## config.mk

```make
export PLATFORM = sky130hd
export DESIGN_NAME = ufc_ctrl
export DESIGN_NICKNAME = d
export VERILOG_FILES = /design/src/rtl/core/ufc_pkg.sv /design/src/rtl/core/ufc_ctrl.sv
export SDC_FILE = /design/constraint.sdc
export NUM_CORES = 1
export LEC_CHECK = 0
export ABC_AREA = 1
export BUFFER_PORTS_ARGS = -buffer_cell sky130_fd_sc_hd__buf_2
export CORE_MARGIN = 2
export CORE_UTILIZATION = 43
export CTS_CLUSTER_SIZE = 12
export DETAILED_ROUTE_END_ITERATION = 16
export PLACE_DENSITY = 0.69
export SLEW_MARGIN = 20
export SYNTH_ARGS = -nofsm -noshare
export SYNTH_HDL_FRONTEND = slang
export SYNTH_SLANG_ARGS = --single-unit
```

## constraint.sdc

```tcl
create_clock -name clk -period 1.3 [get_ports clk]
set_clock_uncertainty 0.15 [all_clocks]
set_input_delay 0.26 -clock clk [delete_from_list [all_inputs] [get_ports clk]]
set_output_delay 0.26 -clock clk [all_outputs]
set_load 0.02 [all_outputs]
```

## src/rtl/core/ufc_pkg.sv

```systemverilog
`default_nettype none
// ----------------------------------------------------------------------------
// ufc_pkg
// Shared constants and controller/datapath signal groups for the
// union-find connectivity engine.
// ----------------------------------------------------------------------------
package ufc_pkg;

	localparam int ELEMENTS = 1024;
	localparam int IDX_W    = $clog2(ELEMENTS);
	localparam int FIELD_W  = 10;

	localparam logic KIND_UNION = 1'b0;
	localparam logic KIND_QUERY = 1'b1;

	typedef logic [IDX_W-1:0] idx_t;

	// Commands from the controller to the datapath.
	typedef struct packed {
		logic clr_wr;       // write one reset entry and advance the clear counter
		logic take;         // latch the input item and start the first find
		logic rd_cur;       // read the parent of the current element
		logic rd_next;      // follow the read data: current <= parent, read it
		logic root_found;   // capture the root and restart at the walk origin
		logic cmp_wr;       // point the current entry at the root
		logic start_second; // keep the first root and start the second find
		logic unite;        // point the first root at the second root
		logic emit;         // load the output register with the comparison
	} ufc_cmd_t;

	// Status from the datapath to the controller.
	typedef struct packed {
		logic clr_last;
		logic cur_is_root;
		logic rd_is_top;
		logic cur_is_top;
		logic kind_query;
		logic out_free;
	} ufc_sts_t;

	function automatic idx_t elem_index(input logic [FIELD_W-1:0] v);
		return IDX_W'(v % ELEMENTS);
	endfunction

endpackage
`default_nettype wire

```

## src/rtl/core/ufc_ctrl.sv

```systemverilog
`default_nettype none
// ----------------------------------------------------------------------------
// ufc_ctrl
// Controller for the clearing pass and the two finds with path compression.
// ----------------------------------------------------------------------------
module ufc_ctrl (
	input  wire logic             clk,
	input  wire logic             arst_n,
	input  wire logic             in_valid,
	output logic                  in_ready,
	input  wire ufc_pkg::ufc_sts_t sts,
	output ufc_pkg::ufc_cmd_t     cmd
);
	import ufc_pkg::*;

	typedef enum logic [6:0] {
		S_CLEAR    = 7'b0000001,
		S_IDLE     = 7'b0000010,
		S_FIND_RD  = 7'b0000100,
		S_FIND_CHK = 7'b0001000,
		S_CMP_RD   = 7'b0010000,
		S_CMP_WR   = 7'b0100000,
		S_FIN      = 7'b1000000
	} state_t;

	state_t state_q, state_d;
	logic   second_q, second_d;

	always_comb begin
		cmd      = '0;
		state_d  = state_q;
		second_d = second_q;
		in_ready = 1'b0;
		case (state_q)
			S_CLEAR: begin
				cmd.clr_wr = 1'b1;
				if (sts.clr_last) begin
					state_d = S_IDLE;
				end
			end
			S_IDLE: begin
				in_ready = 1'b1;
				if (in_valid) begin
					cmd.take = 1'b1;
					second_d = 1'b0;
					state_d  = S_FIND_RD;
				end
			end
			S_FIND_RD: begin
				cmd.rd_cur = 1'b1;
				state_d    = S_FIND_CHK;
			end
			S_FIND_CHK: begin
				if (sts.cur_is_root) begin
					cmd.root_found = 1'b1;
					state_d        = S_CMP_RD;
				end else begin
					cmd.rd_next = 1'b1;
				end
			end
			S_CMP_RD: begin
				if (sts.cur_is_top) begin
					state_d = S_FIN;
				end else begin
					cmd.rd_cur = 1'b1;
					state_d    = S_CMP_WR;
				end
			end
			S_CMP_WR: begin
				// Rewrite this entry and move on to its old parent in the same cycle.
				cmd.cmp_wr  = 1'b1;
				cmd.rd_next = 1'b1;
				if (sts.rd_is_top) begin
					state_d = S_FIN;
				end
			end
			S_FIN: begin
				if (!second_q) begin
					cmd.start_second = 1'b1;
					second_d         = 1'b1;
					state_d          = S_FIND_RD;
				end else if (!sts.kind_query) begin
					cmd.unite = 1'b1;
					state_d   = S_IDLE;
				end else if (sts.out_free) begin
					cmd.emit = 1'b1;
					state_d  = S_IDLE;
				end
			end
			default: begin
				state_d = S_IDLE;
			end
		endcase
	end

	always_ff @(posedge clk or negedge arst_n) begin
		if (!arst_n) begin
			state_q  <= S_CLEAR;
			second_q <= 1'b0;
		end else begin
			state_q  <= state_d;
			second_q <= second_d;
		end
	end

	// The clearing pass ends only after the last entry was written.
	a_clear_done: assert property (@(posedge clk) disable iff (!arst_n)
		(state_q == S_CLEAR && state_d != S_CLEAR) |-> sts.clr_last)
		else $error("clearing pass left early");

	// A result is loaded only for a query, into a free output register.
	a_emit_query: assert property (@(posedge clk) disable iff (!arst_n)
		cmd.emit |-> (sts.kind_query && sts.out_free && second_q))
		else $error("result emitted outside a finished query");

	// Finishing an item always returns to idle.
	a_emit_idle: assert property (@(posedge clk) disable iff (!arst_n)
		(cmd.emit || cmd.unite) |=> state_q == S_IDLE)
		else $error("controller did not return to idle");

endmodule
`default_nettype wire

```

-- Word-level counts from Yosys, hierarchy flattened
Index checks and enable logic that the tools add are counted.
- $add $sub $neg: 0
- multipliers: 0
- divide/modulo/power cells: 0
- $lt $le $gt $ge: 0
- equality and inequality tests: 12
- shifts and indexed selects: 0
- muxes and demuxes: 28
- bitwise gates (word level): 0
- reduce and logical (&&, ||, !) cells: 3
- operators by type and width (kind ; count):
    $mux W7 ; 8
    $pmux W7 S7 ; 1
    $mux W1 ; 14
    $ne A2 B2 Y1 const B ; 4
    $eq A7 B1 Y1 const B ; 1
    $eq A7 B2 Y1 const B ; 1
    $eq A7 B3 Y1 const B ; 1
    $eq A7 B4 Y1 const B ; 1
    $eq A7 B5 Y1 const B ; 1
    $eq A7 B6 Y1 const B ; 1
    $eq A7 B7 Y1 const B ; 1
    $pmux W1 S2 ; 3
    $reduce_and A5 Y1 ; 1
    $ne A4 B4 Y1 const B ; 1
    $mux W3 ; 1
    $mux W2 ; 1
    $reduce_and A2 Y1 ; 1
    $reduce_bool A2 Y1 ; 1
- register bits after elaboration: 8
- latch bits: 0
- RAM bits: 0
- ROM bits: 0
- input bits: 9
- logic and storage cells: 45
- memories: 0

-- Longest topological paths before layout
- word-level depth: 4
- gate-level depth with buffers: 10
- depth with buffers taken out: 10

-- Worst setup path after synthesis
Ideal clock, no wire load.
- kind: register -> output
- from: register state_q[4]
- to: output cmd[0] (netlist bit)
- arrival time: 1.289 ns
- data required time: 0.890 ns
- slack: -0.399 ns
- cell stages (with the launch flop): 6
- path buffers: 0
- cell sequence: dfrtp_1 nor2_2 nand2_1 nor2_4 nand2_1 nor3_1
- RTL lines (item ; RTL line ; RTL):
    start: declaration ; ufc_ctrl.sv:26 ; state_t state_q, state_d;
    start signal: assignment ; ufc_ctrl.sv:101 ; state_q <= state_d;
    end: declaration ; ufc_ctrl.sv:12 ; output ufc_pkg::ufc_cmd_t cmd

==> out/metrics.csv <==
stage,metric,value,unit
final_layout,final_cell_mix,"buf_4, inv_1, nand2_1",
cts,cts_sinks,8,
synthesis,yosys.area_share.xor_xnor,0,%
synthesis,postSynthAreaPerCell,6.20,um^2
synthesis,syn-cell-area,583,um^2
placement,placedCellCount,141,
worst_setup_path,arrival,1440,ps
power,comb_power_share,67.1,%
drt,via_per_inst,4.84,
synthesis,synth_adder_area_share,0,%
sta,max_freq,541,MHz
placement,placedInstanceArea,861,um^2
final_layout,final_cells,153,
drt,avgRoutedWirePerCell,12.7,um
cts,clk_path_buf_depth,2,
power,powerDensity,1590,nW/um^2
floorplanning,io_pins,19,
cts,htree_levels,1,
grt,antenna_found_initial,0,
synthesis,synth_compound_area_share,3.43,%
sta,final_max_slew_viol_count,0,
cts,insertion_delay,270,ps
worst_setup_path,crit_path_end_kind,primary output,
sta,setup_total_negative_slack,-6010,ps
synthesis,syn_inst,94,
synthesis,yosysWarnings,0,
worst_setup_path,cp_slowest_cell,dfrtp_1,
final_layout,layout-drive-gt1-share,58.0,%
cts,numCtsBuffers,3,
final_layout,nFillCells,73,
grt,grt_pass1_vias,613,
drt,final_antenna_net_count,0,
synthesis,synthSimpleGateAreaFrac,47.9,%
worst_setup_path,crit_chain,nor2_2 > nand2_2 > nor2_4 > nand2_4 > nor3_4 > buf_6,
drt,drc_errors,0,
grt,track_usage,24.0,%
power,finalPower,1.75,mW
drt,wl,1950,um
job,drv_cap,0,
drt,vias,741,
final_layout,seq_area,201,um^2
floorplanning,die-area,1670,um^2
final_layout,diodes,0,
drt,initialDrtViolationCount,15,
worst_setup_path,crit_required,890,ps
power,p_seq_share,20.1,%
power,pwr-share-clk,12.8,%
final_layout,multiInputGateArea,454,um^2
outcome,status,finished with violations,
grt,grt-ovfl-total,0,
drt,dr.pass1.iters,5,
final_layout,area_delta_synth_final,89.7,%
final_layout,finalInstanceArea,1110,um^2
floorplanning,die_y,40.8,um
synthesis,yosys_register_bits,8,
synthesis,synthMuxAreaShare,0,%
floorplanning,dieWidth,40.8,um
final_layout,final_common_cell,buf_4,
sta,finalSetupViolCount,17,
synthesis,synth_top_family_by_area,simple AND/OR/NAND/NOR gates,
final_layout,nets,148,
outcome,violations,negative setup slack,
cts,cts_root_buf,clkbuf_4,
worst_setup_path,max_stage_delay,410,ps
grt,grt_pass1_wl,2480,um
worst_setup_path,path_delay_family,simple AND/OR/NAND/NOR gates,
floorplanning,std_cell_rows,13,
worst_setup_path,crit_buf_inv,1,
power,p_sw_share,47.3,%
power,p_int,924,uW
sta,fin_crit,1850,ps
placement,io_buffers,18,
sta,finalCritPeriodShare,142,%
synthesis,synth_cell_types,15,
worst_setup_path,critPathKind,reg2out,
placement,hpwl,1250,um
synthesis,synth_nets,103,
worst_setup_path,cp_max_fo,4,
floorplanning,start_util,45.4,%
cts,clk_pin_slew,70,ps
sta,max-slew-margin-rel,82.7,%
worst_hold_path,hold_path_class,in2reg,
sta,rsz0062_at_grt,yes,
power,switchingPower,831,uW
worst_setup_path,critPathLaunchType,flop,
sta,whs,144,ps
floorplanning,core_region_area,1280,um^2
power,p_leak,0.592,nW
sta,hold_viol,0,
grt,grt_max_degree,9,
sta,worstMarginPinSlew,260,ps
placement,place.gp.congestion,0.764,
power,ir_worst_vdd,1200,uV
synthesis,ys_seq_area_share,34.5,%
sta,setup_slack,-548,ps
cts,cts_tree,done,
-- repair_timing --
item                                    CTS  global route
gates resized for setup                  31            18
hold endpoints to repair                  8             0
pin swaps                                 7             4
hold buffers                              1             0
endpoints found under the setup margin   15            17
setup buffers                             4             3
-- path summary, 6_finish.rpt --
check | start | end | slack [ps] | cells past startpoint
min reg2reg | state_q[2] | state_q[4] | 540 | 3
max | state_q[3] | cmd[0] | -550 | 6
min | sts[2] | state_q[5] | 140 | 4
max in group asynchronous | arst_n | state_q[0] | 530 | 2
min in group asynchronous | arst_n | state_q[5] | 210 | 2
max reg2reg | state_q[5] | state_q[1] | -250 | 10
-- logic make-up after synthesis --
logic type,after synthesis
and+or+nand+nor,60
buffers and inverters,22
DFF,8
AOI/OAI and AO/OA,4
-- flip-flops by register name, indices dropped and copies added, names as in the netlist --
register	cells
state_q	7
second_q	1
-- per-stage QoR --
step | worst slack [ps] | utilization (%)
floorplan | -174 | -
global placement | -252 | 67.0
detailed placement | -266 | 67.0
CTS | -542 | 79.8
global route | -642 | 86.1
finish | -548 | 86.1
-- power by group through the flow --
stage               clock network, mW  logic [mW]  registers [mW]
floorplan                           0       0.529           0.351
global placement                    0       0.799           0.354
detailed placement                  0       0.804           0.357
CTS                             0.226       0.973           0.347
global route                    0.245        1.27           0.356
finish                          0.225        1.18           0.353
-- worst reg2reg max path: stages, from the launching register on --
cell and delay (ps):
dfrtp_1 410, nor2_2 150, buf_4 140, nand2_4 90, nor2_4 130, buf_4 110
nor2_1 30, nand3_1 70, nand2_1 50, nand2_1 60, nand2_1 50
-- routing by layer --
metal	vias up	wire length, um	global-route usage [%]
met3	5	83	5.43
li1	368	-	-
met1	348	829	29.6
met5	-	0	0
met4	0	33	10.0
met2	20	1000	39.5
-- area by class of cell --
type | count | share of cell area [%]
Clock buffer | 4 | 2.38
Inverter | 22 | 7.69
Multi-Input combinational cell | 64 | 41.1
Sequential cell | 8 | 18.2
Tap cell | 15 | 1.70
Timing Repair Buffer | 40 | 29.0
-- cells in the mapped netlist --
cell,number,share of area [%]
nor2_4,2,3.9
nor3_1,4,3.4
dfrtp_1,7,30
nand4_1,1,1.1
o21ai_0,3,2.6
nand3_1,10,8.6
nor3_2,1,1.7
nor2_2,3,3.2
nor2_1,17,11
inv_2,1,0.64
nand2_1,20,13
inv_1,21,14
a21oi_1,1,0.86
dfstp_2,1,4.5
nand2_2,2,2.1
(Power assumes the default switching activity.)
